===== src/rtl/dpd_pkg.sv =====
package dpd_pkg;

    localparam int SAMPLE_BITS_DEFAULT = 12;

    localparam int POS_BITS   = 10;
    localparam int TOL_BITS   = 8;
    localparam int QUOT_BITS  = 11;
    localparam int CFG_BITS   = 10;
    localparam int DIGIT_BITS = 4;
    localparam int NUM_DIGITS = 10;
    localparam int CNT_BITS   = 4;

    localparam logic [POS_BITS-1:0] FULL_SCALE = 10'd1000;

    localparam logic [POS_BITS-1:0] THRESHOLD_RESET = 10'd20;
    localparam logic [TOL_BITS-1:0] TOLERANCE_RESET = 8'd40;

    localparam logic [POS_BITS-1:0] DIGIT_TABLE [NUM_DIGITS] = '{
        10'd30, 10'd155, 10'd252, 10'd390, 10'd500,
        10'd620, 10'd750, 10'd860, 10'd970, 10'd1000
    };

    // Output field widths packed into m_tdata
    localparam int OUT_FIELD_BITS = 2 + DIGIT_BITS + POS_BITS + POS_BITS;
    localparam int OUT_BITS       = ((OUT_FIELD_BITS + 7) / 8) * 8;

    typedef enum logic [1:0] {
        EV_NONE   = 2'd0,
        EV_DIGIT  = 2'd1,
        EV_REJECT = 2'd2
    } ev_t;

    typedef enum logic {
        REG_PEAK_THRESHOLD  = 1'b0,
        REG_MATCH_TOLERANCE = 1'b1
    } reg_idx_t;

    typedef enum logic [2:0] {
        ST_IDLE,
        ST_MUL,
        ST_PREP,
        ST_DIV,
        ST_CLASS
    } state_t;

    typedef struct packed {
        logic load;     // capture input transfer
        logic mul;      // form wiper * full scale
        logic prep;     // saturation check, divider setup
        logic step;     // one quotient bit
        logic finish;   // peak update, classification, output load
    } dp_cmd_t;

    typedef struct packed {
        logic div_last;
    } dp_sts_t;

endpackage


===== src/rtl/dpd_ctrl.sv =====
module dpd_ctrl
    import dpd_pkg::*;
(
    input  logic    clk,
    input  logic    rst_n,
    input  logic    s_tvalid,
    output logic    s_tready,
    output logic    m_tvalid,
    input  logic    m_tready,
    input  dp_sts_t sts,
    output dp_cmd_t cmd
);

    state_t state_reg, state_next;
    logic   out_valid_reg, out_valid_next;
    logic   out_free;

    assign out_free = !out_valid_reg || m_tready;

    always_comb
    begin
        state_next = state_reg;
        unique case (state_reg)
            ST_IDLE:
            begin
                if (s_tvalid)
                    state_next = ST_MUL;
            end
            ST_MUL:   state_next = ST_PREP;
            ST_PREP:  state_next = ST_DIV;
            ST_DIV:
            begin
                if (sts.div_last)
                    state_next = ST_CLASS;
            end
            ST_CLASS:
            begin
                if (out_free)
                    state_next = ST_IDLE;
            end
            default:  state_next = ST_IDLE;
        endcase
    end

    always_comb
    begin
        cmd      = '0;
        s_tready = 1'b0;
        unique case (state_reg)
            ST_IDLE:
            begin
                s_tready = 1'b1;
                cmd.load = s_tvalid;
            end
            ST_MUL:   cmd.mul    = 1'b1;
            ST_PREP:  cmd.prep   = 1'b1;
            ST_DIV:   cmd.step   = 1'b1;
            ST_CLASS: cmd.finish = out_free;
            default:  cmd        = '0;
        endcase
    end

    always_comb
    begin
        if (cmd.finish)
            out_valid_next = 1'b1;
        else if (m_tready)
            out_valid_next = 1'b0;
        else
            out_valid_next = out_valid_reg;
    end

    assign m_tvalid = out_valid_reg;

    always_ff @(posedge clk or negedge rst_n)
    begin
        if (!rst_n)
        begin
            state_reg     <= ST_IDLE;
            out_valid_reg <= 1'b0;
        end
        else
        begin
            state_reg     <= state_next;
            out_valid_reg <= out_valid_next;
        end
    end

endmodule


===== src/rtl/dpd_datapath.sv =====
module dpd_datapath
    import dpd_pkg::*;
#(
    parameter int SAMPLE_BITS = SAMPLE_BITS_DEFAULT
)
(
    input  logic                   clk,
    input  logic                   rst_n,
    input  dp_cmd_t                cmd,
    output dp_sts_t                sts,
    input  logic [SAMPLE_BITS-1:0] wiper_sample,
    input  logic [SAMPLE_BITS-1:0] reference_sample,
    input  logic                   enable,
    input  logic                   cfg_we,
    input  logic                   cfg_index,
    input  logic [CFG_BITS-1:0]    cfg_data,
    output ev_t                    event_res,
    output logic [DIGIT_BITS-1:0]  digit,
    output logic [POS_BITS-1:0]    peak_value,
    output logic [POS_BITS-1:0]    position
);

    localparam int NUM_BITS = SAMPLE_BITS + POS_BITS;

    logic [SAMPLE_BITS-1:0] w_reg, r_reg;
    logic                   en_reg;
    logic [NUM_BITS-1:0]    rem_reg, rem_next;
    logic [NUM_BITS-1:0]    dsr_reg, dsr_next;
    logic [QUOT_BITS-1:0]   quot_reg, quot_next;
    logic                   sat_reg, sat_next;
    logic [CNT_BITS-1:0]    cnt_reg, cnt_next;

    logic [POS_BITS-1:0]    thr_reg, thr_next;
    logic [TOL_BITS-1:0]    tol_reg, tol_next;
    logic [POS_BITS-1:0]    peak_reg, peak_next;

    ev_t                    ev_reg, ev_next;
    logic [DIGIT_BITS-1:0]  dg_reg, dg_next;
    logic [POS_BITS-1:0]    pv_reg, pv_next;
    logic [POS_BITS-1:0]    pos_reg, pos_next;

    logic [NUM_BITS-1:0]    product;
    logic [NUM_BITS:0]      rem_diff;
    logic [POS_BITS-1:0]    ratio;
    logic [POS_BITS-1:0]    pos;
    logic [POS_BITS-1:0]    peak_upd;
    logic                   at_rest_classify;

    // classification
    logic [NUM_DIGITS-1:0]  hit;
    logic [DIGIT_BITS-1:0]  match_idx;
    logic                   found;
    logic                   reject;
    logic [DIGIT_BITS-1:0]  start_idx;
    logic [POS_BITS:0]      peak_plus_tol;

    assign product  = NUM_BITS'(w_reg) * NUM_BITS'(FULL_SCALE);
    assign rem_diff = {1'b0, rem_reg} - {1'b0, dsr_reg};

    // Divider: restoring, one quotient bit per step, divisor shifts right
    always_comb
    begin
        rem_next  = rem_reg;
        dsr_next  = dsr_reg;
        quot_next = quot_reg;
        sat_next  = sat_reg;
        cnt_next  = cnt_reg;
        if (cmd.mul)
        begin
            rem_next = product;
        end
        else if (cmd.prep)
        begin
            // ratio >= 2048 (or zero reference) saturates straight to full scale
            sat_next  = {1'b0, rem_reg} >= {r_reg, {(QUOT_BITS){1'b0}}};
            dsr_next  = {r_reg, {(QUOT_BITS-1){1'b0}}};
            quot_next = '0;
            cnt_next  = CNT_BITS'(QUOT_BITS - 1);
        end
        else if (cmd.step)
        begin
            if (!rem_diff[NUM_BITS])
                rem_next = rem_diff[NUM_BITS-1:0];
            quot_next = {quot_reg[QUOT_BITS-2:0], !rem_diff[NUM_BITS]};
            dsr_next  = dsr_reg >> 1;
            cnt_next  = cnt_reg - 1'b1;
        end
    end

    assign sts.div_last = (cnt_reg == '0);

    always_comb
    begin
        if (sat_reg || quot_reg > {1'b0, FULL_SCALE})
            ratio = FULL_SCALE;
        else
            ratio = quot_reg[POS_BITS-1:0];
    end

    assign pos      = FULL_SCALE - ratio;
    assign peak_upd = (pos > peak_reg) ? pos : peak_reg;
    assign at_rest_classify = en_reg && (pos == '0) && (peak_upd > thr_reg);

    // Full-scale peak jumps straight to the last entry
    assign start_idx     = (peak_upd == FULL_SCALE) ? DIGIT_BITS'(NUM_DIGITS - 1) : '0;
    assign peak_plus_tol = {1'b0, peak_upd} + {{(POS_BITS-TOL_BITS+1){1'b0}}, tol_reg};

    always_comb
    begin
        for (int n = 0; n < NUM_DIGITS; n++)
        begin
            hit[n] = ({1'b0, peak_upd} <=
                      {1'b0, DIGIT_TABLE[n]} + {{(POS_BITS-TOL_BITS+1){1'b0}}, tol_reg})
                     && (DIGIT_BITS'(n) >= start_idx);
        end
    end

    always_comb
    begin
        match_idx = '0;
        found     = 1'b0;
        for (int n = NUM_DIGITS - 1; n >= 0; n--)
        begin
            if (hit[n])
            begin
                match_idx = DIGIT_BITS'(n);
                found     = 1'b1;
            end
        end
    end

    assign reject = !found || (peak_plus_tol < {1'b0, DIGIT_TABLE[match_idx]});

    always_comb
    begin
        peak_next = peak_reg;
        ev_next   = ev_reg;
        dg_next   = dg_reg;
        pv_next   = pv_reg;
        pos_next  = pos_reg;
        if (cmd.finish)
        begin
            pos_next = pos;
            ev_next  = EV_NONE;
            dg_next  = '0;
            pv_next  = '0;
            if (en_reg)
                peak_next = peak_upd;
            if (at_rest_classify)
            begin
                pv_next   = peak_upd;
                peak_next = '0;
                if (reject)
                    ev_next = EV_REJECT;
                else
                begin
                    ev_next = EV_DIGIT;
                    dg_next = match_idx;
                end
            end
        end
    end

    always_comb
    begin
        thr_next = thr_reg;
        tol_next = tol_reg;
        if (cfg_we)
        begin
            unique case (reg_idx_t'(cfg_index))
                REG_PEAK_THRESHOLD:  thr_next = cfg_data;
                REG_MATCH_TOLERANCE: tol_next = cfg_data[TOL_BITS-1:0];
                default:             thr_next = thr_reg;
            endcase
        end
    end

    always_ff @(posedge clk or negedge rst_n)
    begin
        if (!rst_n)
        begin
            thr_reg  <= THRESHOLD_RESET;
            tol_reg  <= TOLERANCE_RESET;
            peak_reg <= '0;
            cnt_reg  <= '0;
        end
        else
        begin
            thr_reg  <= thr_next;
            tol_reg  <= tol_next;
            peak_reg <= peak_next;
            cnt_reg  <= cnt_next;
        end
    end

    always_ff @(posedge clk)
    begin
        if (cmd.load)
        begin
            w_reg  <= wiper_sample;
            r_reg  <= reference_sample;
            en_reg <= enable;
        end
        rem_reg  <= rem_next;
        dsr_reg  <= dsr_next;
        quot_reg <= quot_next;
        sat_reg  <= sat_next;
        ev_reg   <= ev_next;
        dg_reg   <= dg_next;
        pv_reg   <= pv_next;
        pos_reg  <= pos_next;
    end

    assign event_res  = ev_reg;
    assign digit      = dg_reg;
    assign peak_value = pv_reg;
    assign position   = pos_reg;

endmodule


===== src/rtl/dial_position_digit_decoder_core.sv =====
// Sequence per input transfer: 1 multiply, 1 setup, 11 divider steps,
//   1 classify, plus any wait on a held output register.
// Processing: one item at a time through the serial restoring divider; the
//   next input is accepted only when the controller is back in idle.
// Reset (rst_n, async, active low): idle, output empty, peak 0,
//   threshold 20, tolerance 40.
module dial_position_digit_decoder_core
    import dpd_pkg::*;
#(
    parameter int SAMPLE_BITS = SAMPLE_BITS_DEFAULT
)
(
    input  logic                                 clk,
    input  logic                                 rst_n,
    // Input stream
    input  logic                                 s_tvalid,
    output logic                                 s_tready,
    // wiper_sample [SAMPLE_BITS-1:0], reference_sample, enable, zero pad
    input  logic [((2*SAMPLE_BITS+8)/8)*8-1:0]   s_tdata,
    // Result stream
    output logic                                 m_tvalid,
    input  logic                                 m_tready,
    // event_res [1:0], digit [5:2], peak_value [15:6], position [25:16], zero pad
    output logic [OUT_BITS-1:0]                  m_tdata,
    // Configuration writes
    input  logic                                 cfg_we,
    input  logic                                 cfg_index,
    input  logic [CFG_BITS-1:0]                  cfg_data
);

    localparam int IN_BITS = ((2*SAMPLE_BITS+8)/8)*8;

    dp_cmd_t               cmd;
    dp_sts_t               sts;
    ev_t                   event_res;
    logic [DIGIT_BITS-1:0] digit;
    logic [POS_BITS-1:0]   peak_value;
    logic [POS_BITS-1:0]   position;

    // Controller sequences one item at a time: the input side is ready
    // whenever the controller is idle, even with a result still waiting
    // in the output register.
    dpd_ctrl u_ctrl (
        .clk      (clk),
        .rst_n    (rst_n),
        .s_tvalid (s_tvalid),
        .s_tready (s_tready),
        .m_tvalid (m_tvalid),
        .m_tready (m_tready),
        .sts      (sts),
        .cmd      (cmd)
    );

    // Datapath: product, divider, peak tracking, table match, output register
    dpd_datapath #(
        .SAMPLE_BITS (SAMPLE_BITS)
    ) u_datapath (
        .clk              (clk),
        .rst_n            (rst_n),
        .cmd              (cmd),
        .sts              (sts),
        .wiper_sample     (s_tdata[SAMPLE_BITS-1:0]),
        .reference_sample (s_tdata[2*SAMPLE_BITS-1:SAMPLE_BITS]),
        .enable           (s_tdata[2*SAMPLE_BITS]),
        .cfg_we           (cfg_we),
        .cfg_index        (cfg_index),
        .cfg_data         (cfg_data),
        .event_res        (event_res),
        .digit            (digit),
        .peak_value       (peak_value),
        .position         (position)
    );

    // Pad bits above enable in s_tdata are don't-care
    logic unused_pad;
    assign unused_pad = ^s_tdata[IN_BITS-1:2*SAMPLE_BITS+1];

    assign m_tdata = {{(OUT_BITS-OUT_FIELD_BITS){unused_pad & 1'b0}},
                      position, peak_value, digit, event_res};

endmodule

===== config.mk =====
export PLATFORM = sky130hd
export DESIGN_NAME = dial_position_digit_decoder_core
export DESIGN_NICKNAME = d
export VERILOG_FILES = /design/src/rtl/dpd_pkg.sv /design/src/rtl/dpd_ctrl.sv /design/src/rtl/dpd_datapath.sv /design/src/rtl/dial_position_digit_decoder_core.sv
export SDC_FILE = /design/constraint.sdc
export NUM_CORES = 1
export LEC_CHECK = 0
export BUFFER_PORTS_ARGS = -buffer_cell sky130_fd_sc_hd__buf_4
export CELL_PAD_IN_SITES_DETAIL_PLACEMENT = 0
export CELL_PAD_IN_SITES_GLOBAL_PLACEMENT = 2
export CORE_AREA = 2 2 177 179
export CTS_CLUSTER_SIZE = 20
export DETAILED_ROUTE_END_ITERATION = 8
export DIE_AREA = 0 0 179 181
export GPL_TIMING_DRIVEN = 1
export PLACE_DENSITY_LB_ADDON = 0.25
export SYNTH_ARGS = -nofsm -noshare
export SYNTH_HDL_FRONTEND = slang
export SYNTH_HIERARCHICAL = 1
export SYNTH_SLANG_ARGS = --single-unit
export TNS_END_PERCENT = 20

===== constraint.sdc =====
create_clock -name clk -period 22.7 [get_ports clk]
set_input_delay 1.135 -clock clk [delete_from_list [all_inputs] [get_ports clk]]
set_output_delay 1.135 -clock clk [all_outputs]
set_load 0.05 [all_outputs]

==> results of run 1 <==
## metrics by stage
step	area (um^2)	std cells	hold WS, ns	worst slack [ns]	utilization, %
floorplan	13190	1374	0.4493	14.48	-
global placement	14060	1805	0.4812	12.61	46.34
detailed placement	14060	1805	0.4873	12.58	46.34
CTS	14660	1837	0.4976	12.52	48.31
global route	14660	1837	0.5291	11.44	48.31
finish	14660	1837	0.4951	12.50	48.31
## layout make-up
class	instances	area, um^2
Sequential cell	143	4089
Multi-Input combinational cell	1059	8403
Timing Repair Buffer	79	593.1
Inverter	128	483.0
Clock buffer	17	425.4
Clock inverter	15	173.9
Fill cell	2852	15690
Tap cell	396	495.5
## worst reg2reg max path, delay by kind of cell, from the launching register on
kind,cells,cell delay [ns]
compound gates,18,3.83
simple gates,12,3.22
flops,1,0.48
buf+inv,1,0.24
mux,1,0.39
fa+ha+maj,5,1.81
## synth_stat cells, types with 15 or more instances
master	number
o21a_1	15
nor3_1	21
nand3_1	20
nor2b_1	27
o31ai_1	16
xor2_1	22
a21oi_1	80
inv_1	118
edfxtp_1	104
clkbuf_1	25
nand2b_1	16
nand2_1	110
o21ai_0	72
nor2_1	110
fa_1	40
a211oi_1	16
a21o_1	30
xnor2_1	64
ha_1	181
dfrtp_1	32
## kinds of logic after synthesis
| family | share of synthesized area (%) |
|---|---|
| AOI/OAI and AO/OA | 17.87 |
| DFF | 31.05 |
| buffers and inverters | 5.463 |
| adders and majority gates | 23.50 |
| xor gates and xnor gates | 5.719 |
| and+or+nand+nor | 14.61 |
| muxes | 1.758 |
| other | 0.02847 |
## layer usage
metal  wire length [um]  share of wire, %  global-route usage (%)
met1              15850                48                   29.04
met3                863               2.6                   3.199
met2              15480                47                   35.05
met5                  0                 0                       0
met4                741               2.2                   6.276
## final timing paths
check,from,endpoint,slack [ns],cells past startpoint
worst max-delay path,u_datapath/quot_reg[5]$_SDFFCE_PP0P_,u_datapath/digit[2]$_SDFFCE_PP0P_,12.50,37
worst min-delay path,u_datapath/rem_reg[0]$_SDFFE_PP0P_,u_datapath/rem_reg[0]$_SDFFE_PP0P_,0.50,2
worst max register to register,u_datapath/quot_reg[5]$_SDFFCE_PP0P_,u_datapath/digit[2]$_SDFFCE_PP0P_,12.50,37
worst min register to register,u_datapath/rem_reg[0]$_SDFFE_PP0P_,u_datapath/rem_reg[0]$_SDFFE_PP0P_,0.50,2
max in group asynchronous,rst_n,u_datapath/thr_reg[4]$_DFFE_PN1P_,21.66,1
min in group asynchronous,rst_n,u_datapath/thr_reg[5]$_DFFE_PN0P_,0.68,1
## layout by cell type (no fill, tap or decap), drive strengths merged, types with 18 or more instances in the layout
| master | n |
|---|---|
| a211oi | 18 |
| a21o | 30 |
| a21oi | 83 |
| buf | 79 |
| dfrtp | 32 |
| edfxtp | 104 |
| fa | 40 |
| ha | 181 |
| inv | 133 |
| nand2 | 111 |
| nand3 | 23 |
| nor2 | 112 |
| nor2b | 27 |
| nor3 | 24 |
| o21ai | 78 |
| xnor2 | 64 |
| xor2 | 22 |
==> impl_metrics.py, run 1 <==
metrics = {
    "cts": {
        "clk_pin_slew_worst_paths_ns": 0.07,
        "tritoncts": "done",
        "clock_latency_ns": 0.45,
        "cts_resized": 0,
        "cts_sinks": 143,
        "clockBufferDepth": 2,
        "root_buffer": "clkbuf_16",
        "ctsHoldBuffers": 0,
        "numCtsBuffers": 17,
        "h-tree-depth": 4,
        "cts_setup_buffers": 0,
    },
    "synthesis": {
        "synth-seq-cells": 143,
        "synthTopCellsByArea": "edfxtp_1 24%, ha_1 17%, dfrtp_1 6.1%",
        "netlist_area_um2": 13170,
        "yosysSeqAreaShare_pct": 31.05,
        "synthArstFlopShare_pct": 25.17,
        "syn_avg_cell_area_um2": 9.620,
        "synth_top_area_share_pct": 23.71,
        "synth-edff-count": 104,
        "yosys_warnings": 6,
        "ys_types": 107,
        "ys.flop_type": "edfxtp_1",
        "synth.largest_area_cell": "edfxtp_1",
        "syn_inst": 1369,
    },
    "hold_path": {
        "min_path_type": "flip-flop to flip-flop",
    },
    "sta": {
        "rsz0062_at_grt": "false",
        "relSlewSlack_pct": 46.65,
        "finalHoldViolations": 0,
        "skew_ns": 0.01250,
        "finalSetupViolations": 0,
        "fmax_mhz": 98.03,
        "min_period_ns": 10.20,
        "slew_viol_final": 0,
        "worst_pin_slew_ns": 0.7949,
        "fin_setup_tns_ns": 0,
        "period_share_pct": 44.94,
    },
    "finish": {
        "antenna_cells": 0,
        "syn2layout_area_growth_pct": 11.33,
        "drive_gt1_share_pct": 13.25,
        "layout.nets": 1697,
    },
    "global_route": {
        "grt_pass1_wl_mm": 53.48,
        "grt_max_degree": 53,
        "overflow": 0,
        "grt_usage_pct": 21.36,
        "first_global_vias": 9913,
        "antenna_found_initial": 0,
    },
    "worst_setup_path": {
        "slowest_delay_ns": 0.53,
        "crit_path_start_kind": "flip-flop",
        "end_kind": "flip-flop",
        "cp_common_cell": "ha_1",
        "slowest_stage": "a21boi_2",
        "critPathBufInv": 1,
        "crit_required_ns": 22.89,
        "cp_max_fo": 8,
        "arrival_ns": 10.39,
        "path_delay_family": "compound AO/OA/AOI/OAI gates",
        "path_class": "flip-flop to flip-flop",
    },
    "route": {
        "dr.pass1.iters": 5,
        "drt_iter0_markers": 546,
        "via_per_inst": 5.412,
        "drtAntennaViolNets": 0,
        "wire_per_inst_um": 17.93,
        "vias": 9942,
        "route.detailed.drc": 0,
        "wl_mm": 32.94,
    },
    "placement": {
        "dpl.hpwl_mm": 25.06,
        "gp_congestion": 0.8431,
        "place.port_buffers": 68,
    },
    "floorplanning": {
        "rows": 64,
        "io_pins": 82,
        "fp.dieW_um": 179,
        "fp.dieH_um": 181,
        "core_area_um2": 30350,
        "initial_utilization_pct": 43.40,
        "dieArea_um2": 32400,
    },
    "outcome": {
        "status": "finished clean",
    },
    "run": {
        "cap_violations": 0,
    },
}
Power of run 1 is not shown: default switching activity piles up to over one toggle a cycle in this logic, so the estimate is an artifact.
==> run 2: changes to the inputs <==
Settings changed: CORE_AREA 2 2 177 179 to 2 2 185 187, DIE_AREA 0 0 179 181 to 0 0 187 189.
Clock period 22.7 ns to 10.4 ns, I/O delays scaled along.
==> run 2 against run 1 <==
Against the previous run: clock-buffer cell count grew 1; sequential share of layout area shrank 0.11 points; fmax grew 6.2%; largest cell class unchanged; clock skew grew 0.012 ns; sequential cell count is the same.
==> impl_metrics.py, run 2 (synthesis gave the netlist of run 1 again) <==
metrics = {
    "sta": {
        "worst_pin_slew_ns": 1.041,
        "min_period_ns": 9.605,
        "rsz0062_at_grt": "false",
        "fin_setup_tns_ns": 0,
        "period_share_pct": 92.36,
        "fmax_mhz": 104.1,
        "relSlewSlack_pct": 30.43,
        "skew_ns": 0.02452,
        "finalHoldViolations": 0,
        "finalSetupViolations": 0,
        "timing.final.ws_setup_ns": 0.7948,
        "slew_viol_final": 0,
    },
    "worst_setup_path": {
        "crit_required_ns": 10.58,
        "arrival_ns": 9.78,
        "cp_common_cell": "ha_1",
        "crit_path_start_kind": "flip-flop",
        "slowest_delay_ns": 0.46,
        "cp_max_fo": 8,
        "end_kind": "flip-flop",
        "slowest_stage": "edfxtp_1",
        "path_class": "flip-flop to flip-flop",
    },
    "floorplanning": {
        "core_area_um2": 33280,
        "dieArea_um2": 35340,
        "rows": 67,
        "fp.dieH_um": 189,
        "initial_utilization_pct": 39.57,
        "fp.dieW_um": 187,
        "io_pins": 82,
    },
    "cts": {
        "root_buffer": "clkbuf_16",
        "clock_latency_ns": 0.45,
        "cts_sinks": 143,
        "h-tree-depth": 4,
        "clockBufferDepth": 2,
        "tritoncts": "done",
        "cts_setup_buffers": 0,
        "clk_pin_slew_worst_paths_ns": 0.08,
        "numCtsBuffers": 17,
    },
    "route": {
        "vias": 10020,
        "drtAntennaViolNets": 0,
        "drt_iter0_markers": 648,
        "wl_mm": 34.01,
        "dr.pass1.iters": 6,
        "wire_per_inst_um": 17.97,
        "via_per_inst": 5.295,
        "route.detailed.drc": 0,
    },
    "finish": {
        "finalCoreUtilization_pct": 44.23,
        "most-common-layout-cells": "181 x ha_1, 118 x inv_1, 110 x nand2_1, 108 x nor2_1, 104 x edfxtp_1",
        "syn2layout_area_growth_pct": 11.78,
        "layout.nets": 1701,
        "final_common_cell": "ha_1",
        "antenna_cells": 0,
        "drive_gt1_share_pct": 13.49,
        "fillers": 3263,
    },
    "global_route": {
        "overflow": 0,
        "first_global_vias": 9830,
        "grt_pass1_wl_mm": 54.79,
        "grt_max_degree": 37,
        "antenna_found_initial": 0,
        "grt_usage_pct": 19.84,
    },
    "outcome": {
        "status": "finished clean",
    },
    "hold_path": {
        "min_path_type": "primary input to async pin",
    },
    "placement": {
        "place_ws_ns": 0.7862,
        "gp_congestion": 0.8377,
        "place.port_buffers": 68,
        "dpl.hpwl_mm": 25.79,
    },
    "run": {
        "cap_violations": 0,
    },
}
==> run 2: changes by cell type in the layout (fill, tap and decap cells not counted), sizes merged <==
cell      change
clkinvlp      -2
buf           +4
inv           -6
bufinv        -1
clkinv        +8
clkbuf        +1
==> run 2: what timing repair did <==
item | in CTS | in global routing
endpoints found under the setup margin | 0 | 4
hold buffers | 0 | 0
gates resized for setup | 0 | 1
==> run 2: path summary, 6_finish.rpt <==
path                                                      start                            endpoint  slack [ns]  cells past startpoint
max reg2reg                u_datapath/quot_reg[5]$_SDFFCE_PP0P_   u_datapath/digit[0]$_SDFFCE_PP0P_        0.79                     39
max                        u_datapath/quot_reg[5]$_SDFFCE_PP0P_   u_datapath/digit[0]$_SDFFCE_PP0P_        0.79                     39
min reg2reg                  u_datapath/rem_reg[0]$_SDFFE_PP0P_  u_datapath/rem_reg[0]$_SDFFE_PP0P_        0.49                      2
min in group clk                                    s_tdata[19]       u_datapath/r_reg[7]$_DFFE_PP_        0.25                      1
min                                                       rst_n  u_datapath/peak_reg[0]$_DFFE_PN0P_        0.07                      1
max in group asynchronous                                 rst_n   u_datapath/tol_reg[5]$_DFFE_PN1P_        9.92                      1
==> run 2: layer usage <==
metal	up-vias	track usage [%]	part of all wire (%)	wire, um
met5	-	0	0	0
met3	19	2.817	3.0	1012
met4	0	4.212	0.96	326
met1	4824	29.36	52	17790
li1	5025	-	-	-
met2	156	30.73	44	14880
==> run 2: critical path: cells and delay by family, from the launching register on <==
family	cells	cell delay (ns)
AOI/OAI and AO/OA	18	3.21
DFF	1	0.46
muxes	1	0.35
adders and majority gates	5	1.66
and+or+nand+nor	12	3.03
buffers and inverters	3	0.62
==> run 2: area by class of cell <==
cell class / count / area (um^2) / share of cell area (%)
multi-input combinational: 1059 / 8409 / 57.12
sequential: 143 / 4089 / 27.77
timing repair buffer: 83 / 623.1 / 4.233
tap: 448 / 560.5 / 3.808
inverter: 128 / 483.0 / 3.281
clock buffer: 18 / 439.2 / 2.983
clock inverter: 14 / 117.6 / 0.7989
==> run 2: per-stage QoR <==
step                      instances  instance area [um^2]  hold WS, ns
final                          1893                 14720      0.06659
after global routing           1893                 14720      0.08289
after CTS                      1893                 14720      0.06863
after detailed placement       1861                 14160       0.4757
after global placement         1861                 14160       0.4643
after floorplan                1374                 13190       0.2244
Power of run 2 is left out for the same reason.
==> run 3: changes to the inputs <==
Settings changed: CORE_AREA 2 2 185 187 to 2 2 184 186, DIE_AREA 0 0 187 189 to 0 0 186 188, SYNTH_HIERARCHICAL 1 to not set.
==> run 3 against run 2 <==
Against the previous run: clock skew decreased by 0.012 ns; die area decreased by 1.1%; clock-buffer cell count decreased by 1; hold slack got worse by 0.028 ns; sequential cell count unchanged; setup slack improved by 0.11 ns; routed wire length increased by 2.9%; sequential share of layout area about the same; synthesized cell count decreased by 1.3%; utilization increased by 0.16 points; global-route usage increased by 1.2 points.
==> impl_metrics.py, run 3 <==
metrics = {
    "outcome": {
        "status": "finished clean",
    },
    "route": {
        "wl_met1_mm": 15.98,
        "drtAntennaViolNets": 0,
        "wl_met2_mm": 16.51,
        "dr.pass1.iters": 5,
        "drt_iter0_markers": 611,
        "wire_per_inst_um": 18.53,
        "wl_mm": 34.99,
        "vias": 10010,
        "route.met3.wl_mm": 1.438,
        "route.detailed.drc": 0,
        "highest_layer": "met4",
        "via_per_inst": 5.301,
    },
    "cts": {
        "h-tree-depth": 4,
        "root_buffer": "clkbuf_16",
        "clk_pin_slew_worst_paths_ns": 0.07,
        "clockBufferDepth": 2,
        "cts_setup_buffers": 0,
        "cts_sinks": 143,
        "tritoncts": "done",
        "numCtsBuffers": 17,
        "clock_latency_ns": 0.44,
    },
    "floorplanning": {
        "fp.dieW_um": 186,
        "dieArea_um2": 34970,
        "io_pins": 82,
        "initial_utilization_pct": 39.27,
        "core_area_um2": 33110,
        "fp.dieH_um": 188,
        "rows": 67,
    },
    "finish": {
        "drive_gt1_share_pct": 11.81,
        "final-seq-area_um2": 4089,
        "antenna_cells": 0,
        "layout.nets": 1699,
        "most-common-layout-cells": "184 x ha_1, 132 x inv_1, 104 x edfxtp_1, 92 x buf_4, 91 x nor2_1",
        "syn2layout_area_growth_pct": 13.05,
        "finalCoreUtilization_pct": 44.39,
        "fillers": 3224,
        "final_common_cell": "ha_1",
        "multiInputGateArea_um2": 8282,
    },
    "sta": {
        "period_share_pct": 91.34,
        "fin_setup_tns_ns": 0,
        "finalHoldViolations": 0,
        "worst_pin_slew_ns": 1.059,
        "skew_ns": 0.01266,
        "rsz0062_at_grt": "false",
        "finalSetupViolations": 0,
        "min_period_ns": 9.500,
        "relSlewSlack_pct": 29.24,
        "fmax_mhz": 105.3,
        "slew_viol_final": 0,
    },
    "synthesis": {
        "syn_avg_cell_area_um2": 9.625,
        "synthArstFlopShare_pct": 25.17,
        "ys_types": 87,
        "ys_top_cells_by_count": "184 x ha_1, 132 x inv_1, 104 x edfxtp_1, 92 x nor2_1, 87 x nand2_1",
        "syn_inst": 1351,
        "ys.flop_type": "edfxtp_1",
        "netlist_area_um2": 13000,
        "synth_top_area_share_pct": 24.02,
        "post-synth-top-count-cell": "ha_1",
        "synth.largest_area_cell": "edfxtp_1",
        "synth-seq-cells": 143,
        "yosysSeqAreaShare_pct": 31.44,
        "synth-edff-count": 104,
        "synthTopCellsByArea": "edfxtp_1 24%, ha_1 18%, dfrtp_1 6.2%",
        "yosys_warnings": 0,
    },
    "worst_setup_path": {
        "crit_required_ns": 10.57,
        "cp_max_fo": 8,
        "path_class": "flip-flop to flip-flop",
        "end_kind": "flip-flop",
        "crit_path_start_kind": "flip-flop",
        "cp_common_cell": "ha_1",
        "slowest_stage": "a2111oi_2",
        "arrival_ns": 9.67,
        "slowest_delay_ns": 0.57,
    },
    "placement": {
        "dpl.hpwl_mm": 27.27,
        "place.port_buffers": 68,
        "gp_congestion": 0.8475,
    },
    "global_route": {
        "first_global_vias": 10080,
        "grt_pass1_wl_mm": 56.17,
        "overflow": 0,
        "grt_max_degree": 49,
        "antenna_found_initial": 0,
        "grt_usage_pct": 21.00,
    },
    "run": {
        "cap_violations": 0,
    },
    "hold_path": {
        "min_path_type": "primary input to async pin",
    },
}
-- run 3: changes by cell type in the layout (fill, tap and decap cells not counted), sizes merged, moves of 7 or more --
cell	delta
o2111ai	+7
o21ai	-9
inv	+15
or3	+8
buf	+9
nand2	-24
clkinv	-7
nor2	-20
-- run 3: kinds of logic after synthesis --
kind of cell	Yosys count	share of synthesized area, %
AND/OR/NAND/NOR	353	13.72
AO/OA/AOI/OAI	342	17.70
adder cells (fa/ha/maj)	232	24.50
buffers and inverters	175	5.282
flip-flops	143	31.44
XOR/XNOR	91	6.129
multiplexers	14	1.193
other	1	0.02884
-- run 3: worst max-delay path, delay by kind of cell (launching register included) --
family / cells / cell delay [ns]
AOI/OAI and AO/OA: 18 / 4.53
adders and majority gates: 7 / 2.26
buffers and inverters: 3 / 0.43
DFF: 1 / 0.47
and+or+nand+nor: 8 / 1.52
-- run 3: repair_timing --
| action | in CTS | in global routing |
|---|---|---|
| endpoints found under the setup margin | 0 | 5 |
| resized for setup | 0 | 1 |
| hold buffers | 0 | 0 |
-- run 3: through the flow --
step	std cells	setup slack [ns]	instance area, um^2	hold slack (ns)
after floorplan	1356	2.075	13020	0.2244
after global placement	1856	0.8543	14130	0.4605
after detailed placement	1856	0.8469	14130	0.4686
after CTS	1888	0.7649	14700	0.03472
after global routing	1888	0.04645	14700	0.04846
final	1888	0.9004	14700	0.03862
-- run 3: layout make-up --
| type | instances | share of cell area (%) |
|---|---|---|
| multi-input combinational | 1038 | 56.34 |
| tap | 448 | 3.813 |
| clock inverter | 15 | 0.9958 |
| inverter | 135 | 3.447 |
| clock buffer | 17 | 2.894 |
| sequential | 143 | 27.82 |
| timing repair buffer | 92 | 4.698 |
-- run 3: per-layer routing --
metal / vias to the layer above / GRT usage, %
li1: 5037 / -
met1: 4727 / 27.37
met2: 195 / 34.57
met3: 49 / 4.098
met4: 0 / 7.420
met5: - / 0
-- run 3: worst paths after layout --
path                                                           start                            endpoint  slack, ns  depth (start not counted)
worst max register to register  u_datapath.quot_reg[2]$_SDFFCE_PP0P_   u_datapath.digit[3]$_SDFFCE_PP0P_       0.90                         36
min in group clk                                         s_tdata[23]      u_datapath.r_reg[11]$_DFFE_PP_       0.25                          1
worst max-delay path            u_datapath.quot_reg[2]$_SDFFCE_PP0P_   u_datapath.digit[3]$_SDFFCE_PP0P_       0.90                         36
worst min register to register    u_datapath.peak_reg[8]$_DFFE_PN0P_  u_datapath.peak_reg[8]$_DFFE_PN0P_       0.48                          2
worst min-delay path                                           rst_n         u_ctrl.m_tvalid$_DFFE_PN0P_       0.04                          1
max in group asynchronous                                      rst_n   u_datapath.thr_reg[2]$_DFFE_PN1P_       9.97                          1
Power of run 3 is left out for the same reason.
